File: config.mk
export PLATFORM = sky130hd
export DESIGN_NAME = seven_segment_scan_driver_unit_flat
export DESIGN_NICKNAME = d
export VERILOG_FILES = /design/src/rtl/core/ssd_pkg.sv /design/src/rtl/core/ssd_req_if.sv /design/src/rtl/core/ssd_res_if.sv /design/src/rtl/core/ssd_digit_enc.sv /design/src/rtl/core/ssd_scan.sv /design/src/rtl/core/seven_segment_scan_driver_unit.sv /design/src/flat_wrapper.sv
export SDC_FILE = /design/constraint.sdc
export NUM_CORES = 1
export LEC_CHECK = 0
export BUFFER_PORTS_ARGS = -buffer_cell sky130_fd_sc_hd__buf_2
export CAP_MARGIN = 20
export CELL_PAD_IN_SITES_DETAIL_PLACEMENT = 1
export CELL_PAD_IN_SITES_GLOBAL_PLACEMENT = 1
export CORE_MARGIN = 8
export CORE_UTILIZATION = 43
export CTS_CLUSTER_DIAMETER = 40
export DETAILED_ROUTE_END_ITERATION = 12
export HOLD_SLACK_MARGIN = 0.12
export PLACE_DENSITY = 0.8
export RECOVER_POWER = 100
export SYNTH_ARGS = -nofsm -noshare
export SYNTH_HDL_FRONTEND = slang
export SYNTH_HIERARCHICAL = 1
export SYNTH_SLANG_ARGS = --single-unit
File: constraint.sdc
create_clock -name clk_i -period 17.9 [get_ports clk_i]
set_input_delay 3.58 -clock clk_i [delete_from_list [all_inputs] [get_ports clk_i]]
set_output_delay 3.58 -clock clk_i [all_outputs]
set_load 0.01 [all_outputs]
File: src/rtl/core/ssd_pkg.sv
// Shared types and constants of the seven-segment scan driver.
// Depends on nothing; every other file of the block uses it.
package ssd_pkg;

  localparam logic ActLoad = 1'b0;
  localparam logic ActTick = 1'b1;

  localparam int unsigned ValueW = 16;
  localparam int unsigned SegW   = 7;
  localparam int unsigned AnW    = 3;
  localparam int unsigned PhaseW = 3;

  localparam logic [9:0] ValueMax = 10'd999;

  localparam logic [SegW-1:0] SegBlank = 7'h7f;
  localparam logic [AnW-1:0]  AnOff    = 3'b111;
  localparam logic [AnW-1:0]  AnHund   = 3'b011;
  localparam logic [AnW-1:0]  AnTens   = 3'b101;
  localparam logic [AnW-1:0]  AnOnes   = 3'b110;

  localparam logic [PhaseW-1:0] PhHund = 3'd0;
  localparam logic [PhaseW-1:0] PhTens = 3'd2;
  localparam logic [PhaseW-1:0] PhOnes = 3'd4;
  localparam logic [PhaseW-1:0] PhLast = 3'd5;

  typedef struct packed {
    logic              action;
    logic [ValueW-1:0] value;
  } req_t;

  typedef struct packed {
    logic [SegW-1:0] hund;
    logic [SegW-1:0] tens;
    logic [SegW-1:0] ones;
  } glyphs_t;

  // active-low segments, a in bit 0
  function automatic logic [SegW-1:0] glyph_of(input logic [3:0] digit);
    logic [SegW-1:0] g;
    unique case (digit)
      4'd0:    g = 7'h40;
      4'd1:    g = 7'h79;
      4'd2:    g = 7'h24;
      4'd3:    g = 7'h30;
      4'd4:    g = 7'h19;
      4'd5:    g = 7'h12;
      4'd6:    g = 7'h02;
      4'd7:    g = 7'h78;
      4'd8:    g = 7'h00;
      4'd9:    g = 7'h10;
      default: g = SegBlank;
    endcase
    return g;
  endfunction

endpackage

File: src/rtl/core/ssd_req_if.sv
// Request channel of the seven-segment scan driver: valid/ready plus item.
// Depends on ssd_pkg.
interface ssd_req_if;
  logic                        valid;
  logic                        ready;
  logic                        action;
  logic [ssd_pkg::ValueW-1:0]  value;

  modport source (output valid, output action, output value, input ready);
  modport sink   (input valid, input action, input value, output ready);
endinterface

File: src/rtl/core/ssd_res_if.sv
// Result channel of the seven-segment scan driver: valid/ready plus drive lines.
// Depends on ssd_pkg.
interface ssd_res_if;
  logic                       valid;
  logic                       ready;
  logic [ssd_pkg::SegW-1:0]   segments;
  logic [ssd_pkg::AnW-1:0]    digit_enables;

  modport source (output valid, output segments, output digit_enables, input ready);
  modport sink   (input valid, input segments, input digit_enables, output ready);
endinterface

File: src/rtl/core/ssd_digit_enc.sv
// Saturates a binary value to 999, splits it into decimal digits and maps
// them to glyphs with leading-zero blanking. Combinational; uses ssd_pkg.
module ssd_digit_enc (
  input  logic [ssd_pkg::ValueW-1:0] value_i,
  output ssd_pkg::glyphs_t           glyphs_o
);
  import ssd_pkg::*;

  logic [9:0]  sat;
  logic [15:0] hund_prod;
  logic [3:0]  hund;
  logic [6:0]  rem;
  logic [14:0] tens_prod;
  logic [3:0]  tens;
  logic [3:0]  ones;

  assign sat       = (value_i > ValueW'(ValueMax)) ? ValueMax : value_i[9:0];
  // divide by 100: *41 >> 12, exact below 1000
  assign hund_prod = 16'(sat) * 16'd41;
  assign hund      = hund_prod[15:12];
  assign rem       = 7'(sat - 10'(hund) * 10'd100);
  // divide by 10: *205 >> 11, exact below 100
  assign tens_prod = 15'(rem) * 15'd205;
  assign tens      = tens_prod[14:11];
  assign ones      = 4'(rem - 7'(tens) * 7'd10);

  always_comb begin
    glyphs_o.hund = (hund == 4'd0) ? SegBlank : glyph_of(hund);
    glyphs_o.tens = (hund == 4'd0 && tens == 4'd0) ? SegBlank : glyph_of(tens);
    glyphs_o.ones = glyph_of(ones);
  end

endmodule

File: src/rtl/core/ssd_scan.sv
// Glyph store, six-phase scan counter and drive registers.
// Depends on ssd_pkg; the drive registers are the result payload.
module ssd_scan (
  input  logic                     clk_i,
  input  logic                     rst_ni,
  input  logic                     step_i,
  input  logic                     tick_i,
  input  ssd_pkg::glyphs_t         glyphs_i,
  output logic [ssd_pkg::SegW-1:0] segments_o,
  output logic [ssd_pkg::AnW-1:0]  anodes_o
);
  import ssd_pkg::*;

  logic [PhaseW-1:0] phase_q, phase_d;
  glyphs_t           glyphs_q, glyphs_d;
  logic [SegW-1:0]   seg_q, seg_d;
  logic [AnW-1:0]    an_q, an_d;

  always_comb begin
    phase_d  = phase_q;
    glyphs_d = glyphs_q;
    seg_d    = seg_q;
    an_d     = an_q;
    if (step_i && tick_i) begin
      phase_d = (phase_q >= PhLast) ? PhHund : phase_q + 3'd1;
      unique case (phase_q)
        PhHund: begin
          seg_d = glyphs_q.hund;
          an_d  = AnHund;
        end
        PhTens: begin
          seg_d = glyphs_q.tens;
          an_d  = AnTens;
        end
        PhOnes: begin
          seg_d = glyphs_q.ones;
          an_d  = AnOnes;
        end
        default: begin
          seg_d = SegBlank;
          an_d  = AnOff;
        end
      endcase
    end else if (step_i) begin
      glyphs_d = glyphs_i;
    end
  end

  always_ff @(posedge clk_i or negedge rst_ni) begin
    if (!rst_ni) begin
      phase_q  <= PhHund;
      glyphs_q <= '{hund: SegBlank, tens: SegBlank, ones: SegBlank};
      seg_q    <= SegBlank;
      an_q     <= AnOff;
    end else begin
      phase_q  <= phase_d;
      glyphs_q <= glyphs_d;
      seg_q    <= seg_d;
      an_q     <= an_d;
    end
  end

  assign segments_o = seg_q;
  assign anodes_o   = an_q;

  a_one_anode: assert property (@(posedge clk_i) disable iff (!rst_ni)
    $countones(~an_q) <= 1)
    else $error("more than one anode driven");

  a_dark_blank: assert property (@(posedge clk_i) disable iff (!rst_ni)
    an_q == AnOff |-> seg_q == SegBlank)
    else $error("segments lit with all anodes off");

  a_phase_range: assert property (@(posedge clk_i) disable iff (!rst_ni)
    phase_q <= PhLast)
    else $error("scan phase out of range");

  a_load_holds: assert property (@(posedge clk_i) disable iff (!rst_ni)
    step_i && !tick_i |=> $stable(seg_q) && $stable(an_q) && $stable(phase_q))
    else $error("load request moved the scan");

  a_hund_select: assert property (@(posedge clk_i) disable iff (!rst_ni)
    step_i && tick_i && phase_q == PhHund |=> an_q == AnHund)
    else $error("phase zero did not select hundreds");

endmodule

File: src/rtl/core/seven_segment_scan_driver_unit.sv
// Seven-segment scan driver, top level.
// Usage:
//   in_i  (sink)   carries requests: action 0 loads value (saturated to 999)
//                  into the glyph store, action 1 is a scan tick that moves
//                  the six-phase scan and updates the drive lines.
//   out_o (source) carries one result per request: the segment and anode
//                  lines (both active low) as they stand after that request.
//   A request is held in the request register, then its result in the drive
//   registers. Throughput: one request per cycle while results are taken, set
//   by the single combinational pass from request to drive registers.
//   Reset: scan phase 0, all glyphs blank, segments 0x7f, anodes 3'b111,
//   no result pending.
//   Stall: while a result waits on out_o.ready, one more request is still
//   taken into the request register; after that in_i.ready drops until the
//   result is taken. Results are never dropped or repeated.
// Depends on ssd_pkg, ssd_req_if, ssd_res_if, ssd_digit_enc and ssd_scan.
module seven_segment_scan_driver_unit (
  input  logic      clk_i,
  input  logic      rst_ni,
  ssd_req_if.sink   in_i,
  ssd_res_if.source out_o
);
  import ssd_pkg::*;

  logic    req_valid_q, req_valid_d;
  req_t    req_q;
  logic    res_valid_q, res_valid_d;
  logic    advance;
  logic    step;
  glyphs_t glyphs;

  assign advance     = !res_valid_q || out_o.ready;
  assign step        = req_valid_q && advance;
  assign in_i.ready  = !req_valid_q || advance;

  always_comb begin
    req_valid_d = req_valid_q;
    if (in_i.ready) begin
      req_valid_d = in_i.valid;
    end
    res_valid_d = res_valid_q;
    if (step) begin
      res_valid_d = 1'b1;
    end else if (out_o.ready) begin
      res_valid_d = 1'b0;
    end
  end

  always_ff @(posedge clk_i or negedge rst_ni) begin
    if (!rst_ni) begin
      req_valid_q <= 1'b0;
      res_valid_q <= 1'b0;
    end else begin
      req_valid_q <= req_valid_d;
      res_valid_q <= res_valid_d;
    end
  end

  always_ff @(posedge clk_i) begin
    if (in_i.ready && in_i.valid) begin
      req_q <= '{action: in_i.action, value: in_i.value};
    end
  end

  ssd_digit_enc u_enc (
    .value_i  (req_q.value),
    .glyphs_o (glyphs)
  );

  ssd_scan u_scan (
    .clk_i      (clk_i),
    .rst_ni     (rst_ni),
    .step_i     (step),
    .tick_i     (req_q.action == ActTick),
    .glyphs_i   (glyphs),
    .segments_o (out_o.segments),
    .anodes_o   (out_o.digit_enables)
  );

  assign out_o.valid = res_valid_q;

  a_step_gives_result: assert property (@(posedge clk_i) disable iff (!rst_ni)
    step |=> res_valid_q)
    else $error("processed request left no result");

  a_no_overwrite: assert property (@(posedge clk_i) disable iff (!rst_ni)
    res_valid_q && !out_o.ready |-> !step)
    else $error("pending result overwritten");

  a_stalled_req_held: assert property (@(posedge clk_i) disable iff (!rst_ni)
    req_valid_q && !advance |=> req_valid_q && $stable(req_q))
    else $error("stalled request lost");

endmodule

File: src/flat_wrapper.sv
// flat-port wrapper written by rule: the top's interface ports become plain ports
module seven_segment_scan_driver_unit_flat import ssd_pkg::*;
  (clk_i, rst_ni, in_i_valid, in_i_action, in_i_value, in_i_ready, out_o_valid, out_o_segments, out_o_digit_enables, out_o_ready);
  ssd_req_if in_i_i ();
  ssd_res_if out_o_i ();
  input  logic clk_i;
  input  logic rst_ni;
  input wire logic [$bits(in_i_i.valid)-1:0] in_i_valid;
  input wire logic [$bits(in_i_i.action)-1:0] in_i_action;
  input wire logic [$bits(in_i_i.value)-1:0] in_i_value;
  output wire logic [$bits(in_i_i.ready)-1:0] in_i_ready;
  output wire logic [$bits(out_o_i.valid)-1:0] out_o_valid;
  output wire logic [$bits(out_o_i.segments)-1:0] out_o_segments;
  output wire logic [$bits(out_o_i.digit_enables)-1:0] out_o_digit_enables;
  input wire logic [$bits(out_o_i.ready)-1:0] out_o_ready;
  assign in_i_i.valid = in_i_valid;
  assign in_i_i.action = in_i_action;
  assign in_i_i.value = in_i_value;
  assign in_i_ready = in_i_i.ready;
  assign out_o_valid = out_o_i.valid;
  assign out_o_segments = out_o_i.segments;
  assign out_o_digit_enables = out_o_i.digit_enables;
  assign out_o_i.ready = out_o_ready;
  seven_segment_scan_driver_unit u_core (.clk_i(clk_i), .rst_ni(rst_ni), .in_i(in_i_i), .out_o(out_o_i));
endmodule
==> results.py, run 1 <==
metrics = {
    "logic_synthesis": {
        "async_reset_ff_share_pct": 67.92,
        "synth.avg_cell_area_um2": 9.915,
        "synth_seq_area_share_pct": 29.08,
        "syn_inst": 503,
        "synthesis.area_um2": 4987,
        "synth_top_cell_by_area": "ha_1",
        "synth-seq-cells": 53,
        "synthTopCellsByArea": "ha_1 21%, dfstp_2 16%, edfxtp_1 10%",
        "ys_warn_count": 6,
        "synth_top_area_share_pct": 20.82,
        "yosysMostFrequentCell": "ha_1",
        "yosys-top-cells-count": "83 x ha_1, 48 x inv_1, 42 x nand2_1",
        "synth_ff_type": "dfstp_2",
        "synth_nets": 619,
        "synth_cell_types": 68,
        "synth_edf_count": 17,
    },
    "setup_path": {
        "cp_slowest_cell": "nor3_1",
        "cpMostUsedCell": "ha_1",
        "path_max_fanout": 9,
        "cp-start-kind": "flop",
        "cp_data_arrival_time_ns": 12.17,
        "worstPathRequired_ns": 18.12,
        "end_kind": "flop",
        "cpPeakStageDelay_ns": 0.70,
        "crit_type": "reg2reg",
    },
    "route": {
        "drt-initial-drc-count": 140,
        "post-route-drc-count": 0,
        "routed_via_density": 5.733,
        "route.top_layer_used": "met4",
        "vias": 3847,
        "wl_met3_um": 354,
        "final_antenna_net_count": 0,
        "wl_met2_um": 6251,
        "drt_first_pass_iters": 4,
        "met1_length_um": 5508,
        "routed_wl_um": 12310,
        "post_drt_wl_per_cell_um": 18.34,
    },
    "grt": {
        "antenna_found_initial": 0,
        "grt_max_degree": 37,
        "grt_pass1_wl_um": 20650,
        "grt_pass1_vias": 4207,
        "overflow": 0,
        "grt_use_total_pct": 16.85,
    },
    "run_status": {
        "outcome": "finished with violations",
        "violations": "max-capacitance violations, max-slew violations",
    },
    "finish": {
        "multi_input_area_um2": 3249,
        "seqCellArea_um2": 1450,
        "antenna_cells": 0,
        "fillers": 1318,
        "drive_gt1_share_pct": 18.37,
        "syn_to_final_growth_pct": 7.727,
        "fin_nets": 643,
    },
    "place": {
        "hpwl_um": 9637,
        "dp_slack_ns": 6.400,
        "gp_congestion": 0.8644,
        "port_buffers": 32,
    },
    "timing": {
        "period_needed_ns": 11.94,
        "rsz0062_at_grt": "no",
        "max_freq_mhz": 83.72,
        "fin_hold_ws_ns": 0.4875,
        "hold_viol": 0,
        "worst_slew_pin_slew_ns": 1.895,
        "fin_skew_ns": 0.004672,
        "finalMaxSlewViolations": 37,
        "finalSetupTns_ns": 0,
        "max-slew-margin-rel_pct": -26.34,
        "setup_slack_ns": 5.956,
        "layout_worst_path_cycle_share_pct": 66.73,
        "finalSetupViolations": 0,
    },
    "worst_hold_path": {
        "hp-class": "reg2reg",
    },
    "clock_tree": {
        "numCtsBuffers": 5,
        "cts_tree": "yes",
        "cts_resized": 0,
        "htree_levels": 2,
        "cts_setup_buffers": 0,
        "cts_buffer_depth": 2,
        "clk_latency_ns": 0.30,
        "cts_root_buffer": "clkbuf_16",
        "clk_pin_slew_worst_paths_ns": 0.07,
        "clkSinkCount": 53,
        "holdBufCountCts": 0,
    },
    "floorplan": {
        "rows": 39,
        "die-area_um2": 15300,
        "die_w_um": 123.7,
        "die_h_um": 123.7,
        "core_um2": 11370,
        "ios": 33,
        "initial_utilization_pct": 43.86,
    },
    "flow_run": {
        "maxCapViolations": 1,
    },
}
-- worst paths after layout --
path | from | end | slack, ns | depth (start not counted)
worst min-delay path | u_core/u_scan/segments_o[6] | u_core/u_scan/segments_o[6] | 0.49 | 2
max in group asynchronous | rst_ni | u_core/out_o.valid | 13.02 | 1
worst max-delay path | u_core/req_q[13] | u_core/u_scan/glyphs_q[2] | 5.96 | 42
worst max register to register | u_core/req_q[13] | u_core/u_scan/glyphs_q[2] | 5.96 | 42
worst min register to register | u_core/u_scan/segments_o[6] | u_core/u_scan/segments_o[6] | 0.49 | 2
min in group asynchronous | rst_ni | u_core/u_scan/phase_q[1] | 3.81 | 1
-- cell families (layout without fill, tap and decap cells) --
logic type | after synthesis | in the layout | synth area share [%]
XOR/XNOR | 17 | 17 | 2.985
multiplexers | 29 | 29 | 6.498
AO/OA/AOI/OAI | 105 | 105 | 15.35
AND/OR/NAND/NOR | 140 | 140 | 15.10
buffers and inverters | 64 | 89 | 5.343
flip-flops | 53 | 53 | 29.08
adder cells (fa/ha/maj) | 95 | 95 | 25.64
-- final cells by class --
class                           instances  area share (%)
Inverter                               49           3.423
Multi-Input combinational cell        386           60.48
Sequential cell                        53           26.99
Clock buffer                            7           2.864
Timing Repair Buffer                   32           2.748
Clock inverter                          1          0.1630
Tap cell                              143           3.330
-- sequential cells by signal, indices dropped and copies added, names as in the netlist --
register                  cells
u_core/out_o.valid            1
u_core/req_q                 17
u_core/req_valid_q            1
u_core/u_scan/anodes_o        3
u_core/u_scan/glyphs_q       21
u_core/u_scan/phase_q         3
u_core/u_scan/segments_o      7
-- worst max-delay path, delay by kind of cell (launching register included) --
kind | cells | cell delay (ns)
compound gates | 8 | 1.87
xor+xnor | 3 | 0.58
fa+ha+maj | 11 | 4.00
buf+inv | 6 | 0.54
flops | 1 | 0.35
mux | 2 | 0.41
simple gates | 12 | 4.11
-- metrics by stage --
| stage | std cells | util (%) | area (µm²) |
|---|---|---|---|
| global route | 671 | 47.25 | 5373 |
| global placement | 663 | 46.12 | 5244 |
| CTS | 671 | 47.55 | 5406 |
| detailed placement | 663 | 46.12 | 5244 |
| floorplan | 503 | - | 4987 |
| finish | 671 | 47.25 | 5373 |
-- layer usage --
layer  vias to the layer above  track usage, %
li1                       1866               -
met1                      1926           20.94
met2                        45           29.75
met3                        10           2.176
met4                         0           5.041
met5                         -               0
-- cell usage in the layout (no fill, tap or decap), types with 7 or more instances in the layout --
master    count
ha_1         83
inv_1        49
nand2_1      42
dfstp_2      28
buf_2        22
mux2_2       21
o21ai_0      19
nor2_1       18
edfxtp_1     17
nor3_1       14
a21oi_1      14
nand2b_1     13
fa_1         12
clkbuf_1     11
xnor2_1      11
a21o_1       10
nand3_1      10
or3_1         7
a22o_1        7
o22ai_1       7
Power of run 1 is left out: the tool's default activity adds up to more than one toggle a clock period on the data nets, which glitch-free logic cannot reach.
==> run 2, diff against run 1 <==
PLACE_DENSITY = 0.83   (was 0.8)
clock period = 9.93 ns   (was 17.9 ns; I/O delays follow)
==> run 2 against run 1 <==
  * The run ends with max-capacitance violations, max-slew violations, negative setup slack left
  * Cell area grew 18%
  * Core utilization grew 8.4 points
  * Register-to-register slack lost 6.6 ns
  * Sequential share of layout area shrank 4.1 points
  * Count of clock-buffer cells in the layout shrank 1
  * First-iteration DRC count grew to 3.6 times the previous value
  * Highest routed layer unchanged
==> results.py, run 2 (same netlist as run 1, synthesis figures left out) <==
metrics = {
    "clock_tree": {
        "clk_latency_ns": 0.31,
        "clk_pin_slew_worst_paths_ns": 0.08,
        "numCtsBuffers": 5,
        "holdBufCountCts": 0,
        "cts_root_buffer": "clkbuf_16",
        "clkSinkCount": 53,
        "cts_buffer_depth": 2,
        "htree_levels": 2,
        "cts_tree": "yes",
    },
    "timing": {
        "fin_hold_ws_ns": 0.4914,
        "layout_worst_path_cycle_share_pct": 106.2,
        "max_freq_mhz": 94.85,
        "setup_slack_ns": -0.6134,
        "period_needed_ns": 10.54,
        "worst_slew_pin_slew_ns": 1.889,
        "rsz0062_at_grt": "yes",
        "hold_viol": 0,
        "max-slew-margin-rel_pct": -25.93,
        "fin_skew_ns": 0.01339,
        "finalSetupViolations": 14,
        "finalMaxSlewViolations": 37,
    },
    "route": {
        "routed_wl_um": 18420,
        "post_drt_wl_per_cell_um": 25.41,
        "drt_first_pass_iters": 5,
        "drt-initial-drc-count": 505,
        "vias": 4596,
        "final_antenna_net_count": 0,
        "post-route-drc-count": 0,
        "routed_via_density": 6.339,
    },
    "floorplan": {
        "die_w_um": 123.7,
        "die-area_um2": 15300,
        "core_um2": 11370,
        "rows": 39,
        "initial_utilization_pct": 43.86,
        "die_h_um": 123.7,
        "ios": 33,
    },
    "finish": {
        "seqCellArea_um2": 1450,
        "fin_nets": 697,
        "fillers": 1241,
        "syn_to_final_growth_pct": 26.77,
        "final_common_cell": "ha_1",
        "layout_common_cells": "65 x ha_1, 50 x buf_4, 42 x inv_1, 40 x nand2_1, 31 x dfstp_2",
        "multi_input_area_um2": 3771,
        "drive_gt1_share_pct": 39.00,
        "antenna_cells": 0,
        "largest_reg_flops": 21,
        "instances_no_fill": 725,
        "top_register": "u_core/u_scan/glyphs_q",
        "final_core_util_pct": 55.61,
    },
    "grt": {
        "grt_pass1_vias": 5081,
        "grt_use_total_pct": 23.77,
        "antenna_found_initial": 0,
        "grt_max_degree": 37,
        "grt_pass1_wl_um": 27940,
        "overflow": 0,
    },
    "run_status": {
        "violations": "max-capacitance violations, max-slew violations, negative setup slack",
        "outcome": "finished with violations",
    },
    "setup_path": {
        "cp_slowest_cell": "or4_4",
        "cpMostUsedCell": "ha_4",
        "path_max_fanout": 6,
        "rr_startpoint": "u_core/req_q[13]",
        "r2r-end": "u_core/u_scan/glyphs_q[4]",
        "cp_data_arrival_time_ns": 10.79,
        "r2r_cells": 45,
        "cp-start-kind": "flop",
        "end_kind": "flop",
        "cpPeakStageDelay_ns": 0.56,
        "worstPathRequired_ns": 10.18,
        "crit_type": "reg2reg",
        "r2r_slack_ns": -0.61,
    },
    "worst_hold_path": {
        "min_to": "u_core/out_o.valid",
        "hp-class": "reg2reg",
        "hold_path_depth": 1,
        "min-delay-start": "u_core/req_valid_q",
    },
    "place": {
        "dp_slack_ns": -0.6795,
        "gp_congestion": 0.8902,
        "port_buffers": 32,
        "dp_cells": 698,
        "hpwl_um": 10430,
    },
    "flow_run": {
        "maxCapViolations": 1,
    },
}
-- run 2: metrics by stage --
stage	cell area (µm²)	setup TNS (ns)
floorplan	5011	0
global placement	5529	-1.372
detailed placement	5529	-7.042
CTS	6170	-0.4838
global route	6322	-10.08
finish	6322	-6.907
-- run 2: critical path, delay by kind of cell (launching register included) --
kind / cells / cell delay [ns]
multiplexers: 1 / 0.20
buffers and inverters: 8 / 0.74
AO/OA/AOI/OAI: 9 / 2.13
flip-flops: 1 / 0.37
XOR/XNOR: 5 / 1.12
AND/OR/NAND/NOR: 11 / 2.35
adder cells (fa/ha/maj): 11 / 3.55
-- run 2: worst max-delay path by stage --
stage | end | from
finish | u_core/u_scan/glyphs_q[4] | u_core/req_q[13]
global route | u_core/u_scan/glyphs_q[4] | u_core/req_q[13]
CTS | u_core/u_scan/glyphs_q[1] | u_core/req_q[11]
detailed placement | u_core/u_scan/glyphs_q[1] | u_core/req_q[13]
global placement | u_core/u_scan/glyphs_q[3] | u_core/req_q[13]
floorplan | u_core/u_scan/glyphs_q[3] | u_core/req_q[13]
-- run 2: layout make-up --
| type | count | share of cell area (%) |
|---|---|---|
| clock buffers | 6 | 2.375 |
| inverters | 49 | 2.949 |
| repair buffers | 86 | 9.044 |
| flip-flops and latches | 53 | 22.94 |
| multi-input cells | 386 | 59.65 |
| clock inverters | 2 | 0.2177 |
| well taps | 143 | 2.830 |
-- run 2: per-layer routing --
layer / up-vias / global-route usage, % / wire (µm)
li1: 1976 / - / -
met1: 2350 / 26.66 / 7129
met2: 199 / 41.65 / 9367
met3: 71 / 3.626 / 872
met4: 0 / 14.75 / 1051
met5: - / 0 / 0
-- run 2: what timing repair did --
action,4_1_cts,5_1_grt
pin swaps,48,28
gates resized for setup,61,24
buffers inserted,15,4
cloned,0,0
setup endpoints to repair,14,14
Power of run 2 is left out for the same reason.
==> run 3, diff against run 2 <==
--- a/config.mk
+++ b/config.mk
@@ -11,3 +11,3 @@
 export CELL_PAD_IN_SITES_GLOBAL_PLACEMENT = 1
-export CORE_MARGIN = 8
+export CORE_MARGIN = 3
 export CORE_UTILIZATION = 43
--- a/constraint.sdc
+++ b/constraint.sdc
@@ -3,2 +3,2 @@
 set_output_delay 1.986 -clock clk_i [all_outputs]
-set_load 0.01 [all_outputs]
+set_load 0.02 [all_outputs]
==> run 3 against run 2 <==
  * The flow still finishes with violations (max-capacitance violations, max-slew violations, negative setup slack)
  * First-iteration DRC count is 41% lower
  * Worst setup slack better by 0.20 ns
  * Die area is 16% lower
  * Sequential cell count stayed put
  * Final cell count is 0.41% lower
  * Sequential share of layout area is 0.53 points lower
  * Register-to-register slack better by 0.20 ns
==> results.py, run 3 (same netlist as run 1, synthesis figures left out) <==
metrics = {
    "floorplan": {
        "die-area_um2": 12930,
        "rows": 38,
        "die_w_um": 113.7,
        "ios": 33,
        "core_um2": 11080,
        "die_h_um": 113.7,
        "initial_utilization_pct": 45.02,
    },
    "place": {
        "hpwl_um": 10400,
        "place_area_um2": 5495,
        "port_buffers": 32,
        "gp_congestion": 0.8455,
    },
    "clock_tree": {
        "clkSinkCount": 53,
        "clk_pin_slew_worst_paths_ns": 0.08,
        "holdBufCountCts": 0,
        "cts_tree": "yes",
        "cts_buffer_depth": 2,
        "htree_levels": 2,
        "numCtsBuffers": 5,
        "cts_root_buffer": "clkbuf_16",
        "clk_latency_ns": 0.30,
    },
    "route": {
        "final_antenna_net_count": 0,
        "met1_length_um": 7317,
        "routed_wl_um": 18800,
        "drt-initial-drc-count": 300,
        "wl_met3_um": 960,
        "post_drt_wl_per_cell_um": 26.03,
        "drt_first_pass_iters": 5,
        "wl_met2_um": 9345,
        "route.top_layer_used": "met4",
        "post-route-drc-count": 0,
        "vias": 4597,
        "routed_via_density": 6.367,
    },
    "finish": {
        "top_register": "u_core/u_scan/glyphs_q",
        "fin_nets": 697,
        "fillers": 1183,
        "syn_to_final_growth_pct": 29.78,
        "drive_gt1_share_pct": 40.55,
        "final_common_cell": "ha_1",
        "multi_input_area_um2": 3931,
        "largest_reg_flops": 21,
        "final_area_um2": 6472,
        "antenna_cells": 0,
        "seqCellArea_um2": 1450,
        "layout_common_cells": "58 x ha_1, 50 x buf_4, 39 x nand2_1, 38 x inv_1, 31 x dfstp_2",
    },
    "run_status": {
        "violations": "max-capacitance violations, max-slew violations, negative setup slack",
        "outcome": "finished with violations",
    },
    "grt": {
        "grt_pass1_wl_um": 26770,
        "grt_pass1_vias": 4978,
        "overflow": 0,
        "grt_use_total_pct": 26.46,
        "antenna_found_initial": 0,
        "grt_max_degree": 37,
    },
    "setup_path": {
        "startpoint": "u_core/req_q[13]",
        "rr_startpoint": "u_core/req_q[13]",
        "worstPathRequired_ns": 10.16,
        "cpMostUsedCell": "ha_4",
        "end_kind": "flop",
        "cp_slowest_cell": "or4_4",
        "path_max_fanout": 6,
        "cp_data_arrival_time_ns": 10.57,
        "crit_type": "reg2reg",
        "cpPeakStageDelay_ns": 0.55,
        "cp-start-kind": "flop",
    },
    "timing": {
        "max_freq_mhz": 96.72,
        "worst_slew_pin_slew_ns": 1.889,
        "period_needed_ns": 10.34,
        "finalSetupTns_ns": -5.044,
        "rsz0062_at_grt": "yes",
        "finalSetupViolations": 14,
        "hold_viol": 0,
        "layout_worst_path_cycle_share_pct": 104.1,
        "fin_skew_ns": 0.005805,
        "setup_slack_ns": -0.4086,
        "finalMaxSlewViolations": 37,
        "max-slew-margin-rel_pct": -25.95,
    },
    "flow_run": {
        "maxCapViolations": 1,
    },
    "worst_hold_path": {
        "min-delay-start": "u_core/u_scan/anodes_o[1]",
        "hp-class": "reg2reg",
    },
}
[run 3: cell types whose count changed in the layout (fill, tap and decap cells not counted), sizes merged]
cell      before  now
buf           79   72
clkbuf        13   21
clkinvlp       0    1
inv           50   48
[run 3: what timing repair did]
| item | in CTS | in global routing |
|---|---|---|
| setup buffers | 17 | 6 |
| resized for setup | 58 | 49 |
| pin swaps | 51 | 45 |
| endpoints found under the setup margin | 14 | 14 |
[run 3: worst max-delay path: cells and delay by family (launching register included)]
kind,cells,cell delay [ns]
adders and majority gates,11,3.82
and+or+nand+nor,13,3.10
AOI/OAI and AO/OA,7,1.72
xor gates and xnor gates,3,0.51
muxes,2,0.40
DFF,1,0.37
buffers and inverters,6,0.30
[run 3: final timing paths]
check / slack [ns] / to / cells past startpoint
min in group asynchronous: 2.21 / u_core/req_valid_q / 1
max: -0.41 / u_core/u_scan/glyphs_q[2] / 42
min reg2reg: 0.49 / u_core/u_scan/anodes_o[1] / 2
min: 0.49 / u_core/u_scan/anodes_o[1] / 2
max reg2reg: -0.41 / u_core/u_scan/glyphs_q[2] / 42
max in group asynchronous: 6.65 / u_core/u_scan/phase_q[1] / 1
[run 3: per-stage QoR]
step           hold slack, ns  util [%]  cells  worst slack, ns
3_3_place_gp           0.4706     49.60    691          -0.2321
2_1_floorplan          0.5103         -    503        0.0009086
5_1_grt                0.5288     58.43    722          -0.6571
6_report               0.4885     58.43    722          -0.4086
3_5_place_dp           0.4768     49.60    691          -0.7117
4_1_cts                0.4872     55.44    716          -0.1506
[run 3: layout make-up]
| type | instances | share of cell area (%) |
|---|---|---|
| well taps | 140 | 2.706 |
| clock inverters | 1 | 0.1353 |
| repair buffers | 86 | 8.699 |
| multi-input cells | 386 | 60.74 |
| clock buffers | 7 | 2.378 |
| inverters | 49 | 2.938 |
| flip-flops and latches | 53 | 22.40 |
[run 3: metal layers]
metal / vias up / global-route usage, %
li1: 1967 / -
met1: 2342 / 30.50
met2: 204 / 47.94
met3: 84 / 4.191
met4: 0 / 11.94
met5: - / 0
Power of run 3 is left out for the same reason.
